### src/design/fvu_pkg.sv
// Package: FNV-1a-64 constants, identifier stamps and controller command type.
package fvu_pkg;

   localparam logic [63:0] FNV_PRIME   = 64'h0000_0100_0000_01b3;
   localparam logic [63:0] FIRST_BASE  = 64'hcbf2_9ce4_8422_2325;
   localparam logic [63:0] SECOND_BASE = 64'h8422_2325_cbf2_9ce4;

   localparam logic [3:0] VERSION_NIBBLE = 4'h4;
   localparam logic [1:0] VARIANT_BITS   = 2'b10;

   localparam int unsigned REMIX_STEPS = 8;
   localparam int unsigned IDX_W       = $clog2(REMIX_STEPS);

   typedef struct packed {
      logic             absorb;
      logic             remix;
      logic [IDX_W-1:0] remix_idx;
      logic             load;
   } fvu_cmd_type;

   // h * 0x100000001b3 mod 2^64 as shift-adds (2^40 + 0x1b3)
   function automatic logic [63:0] fnv_mul(input logic [63:0] h);
      return (h << 40) + (h << 8) + (h << 7) + (h << 5) + (h << 4) + (h << 1) + h;
   endfunction

   function automatic logic [63:0] fnv_absorb(input logic [63:0] h, input logic [7:0] b);
      return fnv_mul(h ^ {56'd0, b});
   endfunction

endpackage

### src/design/fvu_if.sv
// Channel interfaces: seed byte request and identifier response.
interface fvu_req_if;
   logic       valid;
   logic       ready;
   logic [7:0] seed_byte;
   logic       last;

   modport source (output valid, output seed_byte, output last, input ready);
   modport sink   (input valid, input seed_byte, input last, output ready);
endinterface

interface fvu_rsp_if;
   logic        valid;
   logic        ready;
   logic [63:0] uuid_high;
   logic [63:0] uuid_low;

   modport source (output valid, output uuid_high, output uuid_low, input ready);
   modport sink   (input valid, input uuid_high, input uuid_low, output ready);
endinterface

### src/design/fvu_datapath.sv
// Datapath: the two hash registers, remix step and stamped output register.
module fvu_datapath
   import fvu_pkg::*;
(
   input  logic        clock,
   input  logic        reset,
   input  fvu_cmd_type cmd,
   input  logic [7:0]  seed_byte,
   output logic [63:0] uuid_high,
   output logic [63:0] uuid_low
);

   logic [63:0] first_ff, first_in;
   logic [63:0] second_ff, second_in;
   logic [63:0] high_ff, high_in;
   logic [63:0] low_ff, low_in;
   logic [7:0]  remix_byte;

   assign remix_byte = first_ff[{cmd.remix_idx, 3'b000} +: 8];

   always_comb begin
      first_in  = first_ff;
      second_in = second_ff;
      high_in   = high_ff;
      low_in    = low_ff;
      if (cmd.absorb) begin
         first_in  = fnv_absorb(first_ff, seed_byte);
         second_in = fnv_absorb(second_ff, seed_byte);
      end else if (cmd.remix) begin
         second_in = fnv_absorb(second_ff, remix_byte);
      end else if (cmd.load) begin
         high_in   = {first_ff[63:16], VERSION_NIBBLE, first_ff[11:0]};
         low_in    = {VARIANT_BITS, second_ff[61:0]};
         first_in  = FIRST_BASE;
         second_in = SECOND_BASE;
      end
   end

   always_ff @(posedge clock) begin
      if (reset) begin
         first_ff  <= FIRST_BASE;
         second_ff <= SECOND_BASE;
      end else begin
         first_ff  <= first_in;
         second_ff <= second_in;
      end
      high_ff <= high_in;
      low_ff  <= low_in;
   end

   assign uuid_high = high_ff;
   assign uuid_low  = low_ff;

endmodule

### src/design/fvu_ctrl.sv
// Controller: accepts bytes, sequences the eight-step remix, drives response valid.
module fvu_ctrl
   import fvu_pkg::*;
(
   input  logic        clock,
   input  logic        reset,
   input  logic        req_valid,
   input  logic        req_last,
   output logic        req_ready,
   output logic        rsp_valid,
   input  logic        rsp_ready,
   output fvu_cmd_type cmd
);

   typedef enum logic [1:0] {
      ST_IDLE,
      ST_REMIX,
      ST_DONE
   } state_type;

   state_type        state_ff, state_in;
   logic [IDX_W-1:0] cnt_ff, cnt_in;
   logic             rsp_valid_ff, rsp_valid_in;
   logic             req_take;
   logic             load;

   assign req_ready = (state_ff == ST_IDLE);
   assign req_take  = req_valid && req_ready;
   assign load      = (state_ff == ST_DONE) && (!rsp_valid_ff || rsp_ready);

   always_comb begin
      state_in     = state_ff;
      cnt_in       = cnt_ff;
      rsp_valid_in = rsp_valid_ff;
      if (rsp_valid_ff && rsp_ready) rsp_valid_in = 1'b0;
      case (state_ff)
         ST_IDLE: begin
            cnt_in = '0;
            if (req_take && req_last) state_in = ST_REMIX;
         end
         ST_REMIX: begin
            cnt_in = cnt_ff + 1'b1;
            if (cnt_ff == IDX_W'(REMIX_STEPS - 1)) state_in = ST_DONE;
         end
         ST_DONE: begin
            if (load) begin
               rsp_valid_in = 1'b1;
               state_in     = ST_IDLE;
            end
         end
         default: state_in = ST_IDLE;
      endcase
   end

   always_ff @(posedge clock) begin
      if (reset) begin
         state_ff     <= ST_IDLE;
         cnt_ff       <= '0;
         rsp_valid_ff <= 1'b0;
      end else begin
         state_ff     <= state_in;
         cnt_ff       <= cnt_in;
         rsp_valid_ff <= rsp_valid_in;
      end
   end

   assign rsp_valid     = rsp_valid_ff;
   assign cmd.absorb    = req_take;
   assign cmd.remix     = (state_ff == ST_REMIX);
   assign cmd.remix_idx = cnt_ff;
   assign cmd.load      = load;

endmodule

### src/design/fnv1a64_dual_uuid_derive.sv
// Top level: dual FNV-1a-64 seed hash deriving a version 4 style 128-bit identifier.
// A byte that is not last is absorbed when accepted; the next one is accepted in the following cycle.
// A last byte holds off the next transaction for: absorb, eight remix steps of
// the second hash over the first hash's bytes, then the load of the output register.
// The response appears the cycle after the load and may wait while new bytes arrive.
// Synchronous reset returns both hashes to their offset bases and clears response valid.
module fnv1a64_dual_uuid_derive
   import fvu_pkg::*;
(
   input  logic     clock,
   input  logic     reset,
   fvu_req_if.sink  req_chan,
   fvu_rsp_if.source rsp_chan
);

   fvu_cmd_type cmd;

   fvu_ctrl u_ctrl (
      .clock     (clock),
      .reset     (reset),
      .req_valid (req_chan.valid),
      .req_last  (req_chan.last),
      .req_ready (req_chan.ready),
      .rsp_valid (rsp_chan.valid),
      .rsp_ready (rsp_chan.ready),
      .cmd       (cmd)
   );

   fvu_datapath u_datapath (
      .clock     (clock),
      .reset     (reset),
      .cmd       (cmd),
      .seed_byte (req_chan.seed_byte),
      .uuid_high (rsp_chan.uuid_high),
      .uuid_low  (rsp_chan.uuid_low)
   );

endmodule
### src/flat_wrapper.sv
// flat-port wrapper written by rule: the top's interface ports become plain ports
module fnv1a64_dual_uuid_derive_flat import fvu_pkg::*;
  (clock, reset, req_chan_valid, req_chan_seed_byte, req_chan_last, req_chan_ready, rsp_chan_valid, rsp_chan_uuid_high, rsp_chan_uuid_low, rsp_chan_ready);
  fvu_req_if req_chan_i ();
  fvu_rsp_if rsp_chan_i ();
  input  logic clock;
  input  logic reset;
  input wire logic [$bits(req_chan_i.valid)-1:0] req_chan_valid;
  input wire logic [$bits(req_chan_i.seed_byte)-1:0] req_chan_seed_byte;
  input wire logic [$bits(req_chan_i.last)-1:0] req_chan_last;
  output wire logic [$bits(req_chan_i.ready)-1:0] req_chan_ready;
  output wire logic [$bits(rsp_chan_i.valid)-1:0] rsp_chan_valid;
  output wire logic [$bits(rsp_chan_i.uuid_high)-1:0] rsp_chan_uuid_high;
  output wire logic [$bits(rsp_chan_i.uuid_low)-1:0] rsp_chan_uuid_low;
  input wire logic [$bits(rsp_chan_i.ready)-1:0] rsp_chan_ready;
  assign req_chan_i.valid = req_chan_valid;
  assign req_chan_i.seed_byte = req_chan_seed_byte;
  assign req_chan_i.last = req_chan_last;
  assign req_chan_ready = req_chan_i.ready;
  assign rsp_chan_valid = rsp_chan_i.valid;
  assign rsp_chan_uuid_high = rsp_chan_i.uuid_high;
  assign rsp_chan_uuid_low = rsp_chan_i.uuid_low;
  assign rsp_chan_i.ready = rsp_chan_ready;
  fnv1a64_dual_uuid_derive u_core (.clock(clock), .reset(reset), .req_chan(req_chan_i), .rsp_chan(rsp_chan_i));
endmodule
### config.mk
export PLATFORM = sky130hd
export DESIGN_NAME = fnv1a64_dual_uuid_derive_flat
export DESIGN_NICKNAME = d
export VERILOG_FILES = /design/src/design/fvu_pkg.sv /design/src/design/fvu_if.sv /design/src/design/fvu_datapath.sv /design/src/design/fvu_ctrl.sv /design/src/design/fnv1a64_dual_uuid_derive.sv /design/src/flat_wrapper.sv
export SDC_FILE = /design/constraint.sdc
export NUM_CORES = 2
export LEC_CHECK = 0
export BUFFER_PORTS_ARGS = -buffer_cell sky130_fd_sc_hd__buf_2
export CAP_MARGIN = 10
export CORE_MARGIN = 5
export CORE_UTILIZATION = 55
export DETAILED_ROUTE_END_ITERATION = 7
export HOLD_SLACK_MARGIN = 0.15
export PLACE_DENSITY = 0.8
export RECOVER_POWER = 25
export SYNTH_ARGS = -nofsm -noshare
export SYNTH_HDL_FRONTEND = slang
export SYNTH_SLANG_ARGS = --single-unit
### constraint.sdc
create_clock -name clock -period 9.6 [get_ports clock]
set_clock_uncertainty 0.05 [all_clocks]
set_input_delay 0 -clock clock [delete_from_list [all_inputs] [get_ports clock]]
set_output_delay 0 -clock clock [all_outputs]
set_load 0.05 [all_outputs]
==> summary.md <==
| Metric | Value |
|---|---|
| H-tree levels | 2 |
| Leading area contributor after synthesis | fa_1 |
| Final HPWL DP | between 70000 and 80000 µm |
| Reg2reg start | u_core.u_ctrl.cnt_ff[0]$_SDFFE_PP0P_ |
| RSZ-0062 raised after global routing | no |
| Register area share after synthesis | approximately a fifth |
| Cell variety after synth | 85 |
| Final hold vios | 0 |
| Synth top area cells | fa_1, edfxtp_1, ha_1, inv_1, dfxtp_1 |
| Antenna fix cells | 0 |
| DR iter-0 viols | 2327 |
| Clock-pin slew on the worst setup and hold paths | 0.06 ns |
| Syn Std Cell Area | 33900 µm² |
| First-pass GRT wire length | 155000 µm |
| Nets | approximately 4400 |
| FP Rows | just over 90 |
| Number of synthesized flops with an enable pin | 122 |
| Port buffer count | 136 |
| CTS Buf Count | 35 |
| Commonest cells in the netlist | inv_1, fa_1, ha_1 |
| Predominant post-synthesis flop cell | dfxtp_1 |
| Die area | around 67000 µm² |
| Worst EP arrival | 7.74 ns |
| Slowest stage delay, CP | just over 1 ns |
| Outcome | finished, final reports clean |
| Req. time, crit path | roughly 10 ns |
| Critical Path Source Type | register |
| Routed length per instance | 22.2 µm |
| Final setup vio count | 0 |
| DRC Markers | 0 |
| Die extent in x | 258 µm |
| Initial antenna violation count | 2 |
| Via/cell ratio | 5.97 |
| Vias in the first global route | approximately 28000 |
| Hold Path Class | primary input to register |
| Number of synthesized register bits | 254 |
| Final period utilization | 76.3% |
| Initial core utilization | 55.2% |
| Core box area | 61400 µm² |
| Post-Syn Instances | between 3000 and 4000 |
| Clock Tree Root | clkbuf_16 |
| Vias | 26400 |
| CP Class | register to register |
| Post-CTS Resized | 0 |
| Minimum clock period after layout | 7.33 ns |
| Fmax | 0.136 GHz |
| Hold Crit Depth | 6 |
| Share of cells above drive strength 1 | 6.70% |
| Count leader, synth | inv_1 |
| Top Family by Delay on Critical Path | compound AO/OA/AOI/OAI gates |
| Grt ovf | 0 |
| Ports | 143 |
| Final Non-Filler Cells | 4416 |
| WP buf/inv | 1 |
| Top-area cell type share of the netlist area | 33.0% |
| Drt pass-1 iters | 6 |
| Crit path launch | u_core.u_ctrl.cnt_ff[0]$_SDFFE_PP0P_ |
| Yosys warns | 0 |
| Max clock buf depth | 3 |
| Worst Max-Slew Pin Slew | 1.23 ns |
| Avg Inst Size Synth | 9.71 µm² |
| Crit Path Max Fanout | 19 |
| Crit-path cells | mux4_2 > mux2i_1 > xnor2_1 > xor2_1 > ha_1 > a21oi_1 > fa_1 > fa_1 > inv_1 > ha_1 > ha_1 > nand4_1 > or3_1 > a211oi_1 > o21ai_1 > a21oi_2 > a31oi_1 > o21a_1 > o21ai_1 > mux2i_1 > o21ai_1 |
| CP endpoint kind | register |
| Sink Count | ~250 |
| R2R cell count | 21 |
| Global placement routability congestion | about 1 |
| Asr flop ratio synth | 0% |
| Pin count of the biggest net entering global routing | 67 |
| Post-route ant nets | 0 |
| Cts hold-fix bufs | 10 |
| Fin. max-slew vios | 0 |
| Die Y | 258 µm |
| Worst skew pair latency | 0.57 ns |
| Placed cells | 4342 |
| Max Cap Viol | 0 |
| CTS tree | yes |
| CP Depth | 21 |
| Routed WL | slightly below 100000 µm |
| Post-CTS Setup Bufs | 0 |
| Slew margin rel. | 17.8% |
| Setup TNS | 0 ns |
| Crit-path slowest cell | dfxtp_1 |
| GRT Util Overall | 29.9% |
| Area Growth Syn to Fin | 8.14% |
| Min-delay src | req_chan_seed_byte[2] |
worst paths after layout:
kind                                                        to  slack, ns
setup / recovery  u_core.u_datapath.second_ff[61]$_SDFFE_PP0P_       2.27
hold reg to reg       u_core.u_datapath.uuid_low[61]$_DFFE_PP_       0.48
hold / removal      u_core.u_datapath.first_ff[2]$_SDFFE_PP1P_       0.25
setup reg to reg  u_core.u_datapath.second_ff[61]$_SDFFE_PP0P_       2.27
cells in the final DEF (no fill, tap or decap), types with 85 or more instances in the layout:
| master | count |
|---|---|
| edfxtp_1 | 122 |
| dfxtp_1 | 132 |
| buf_2 | 112 |
| a21oi_1 | 204 |
| xnor2_1 | 93 |
| a21o_1 | 97 |
| xor2_1 | 85 |
| inv_1 | 759 |
| o21ai_0 | 121 |
| ha_1 | 266 |
| fa_1 | 558 |
| nand2_1 | 171 |
| nor2_1 | 171 |
stage by stage:
step	setup WS (ns)	util, %	hold slack, ns	instance area, µm²
6_report	2.27	59.7	0.254	36600
5_1_grt	1.75	59.7	0.291	36600
4_1_cts	2.26	59.8	0.213	36700
3_5_place_dp	2.28	57.6	0.275	35400
3_3_place_gp	2.55	57.6	0.259	35400
2_1_floorplan	2.23	-	0.0886	33900
layer usage:
metal,vias up,track usage (%),wire length [µm]
met2,1263,49.8,46000
li1,11700,-,-
met4,2,15.9,6940
met1,13000,36.9,36500
met3,351,6.09,8540
met5,-,0,13
sequential cells by signal, summed over array words and instances (netlist names):
name / flops
u_core.u_datapath.first_ff: 64
u_core.u_datapath.second_ff: 62
u_core.u_datapath.uuid_low: 62
u_core.u_ctrl.rsp_valid: 1
u_core.u_ctrl.cnt_ff: 3
u_core.u_ctrl.state_ff: 2
u_core.u_datapath.uuid_high: 60
cell type report:
type / count / area [µm²]
clock buffer: 41 / 930
clock inverter: 23 / 300
multi-input combinational: 2369 / 24300
inverter: 759 / 2850
tap: 790 / 988
sequential: 254 / 6310
timing repair buffer: 180 / 953
fill: 5136 / 24700
tightest hold or removal path, cell delays in order:
cell and delay [ns]:
buf_2 0.16, xor2_1 0.13, ha_1 0.29, ha_1 0.12, o22ai_1 0.08, nand2_1 0.06
logic make-up after synthesis:
logic type | count (synthesis) | share of synthesized area (%)
flops | 254 | 18.6
mux | 31 | 1.51
compound gates | 763 | 14.7
fa+ha+maj | 830 | 43.0
other cells | 2 | 0.0222
simple gates | 561 | 7.76
xor+xnor | 178 | 4.60
buf+inv | 869 | 9.79
Power is left out: the tool's default activity adds up to more than one toggle a clock period on the data nets, which glitch-free logic cannot reach.
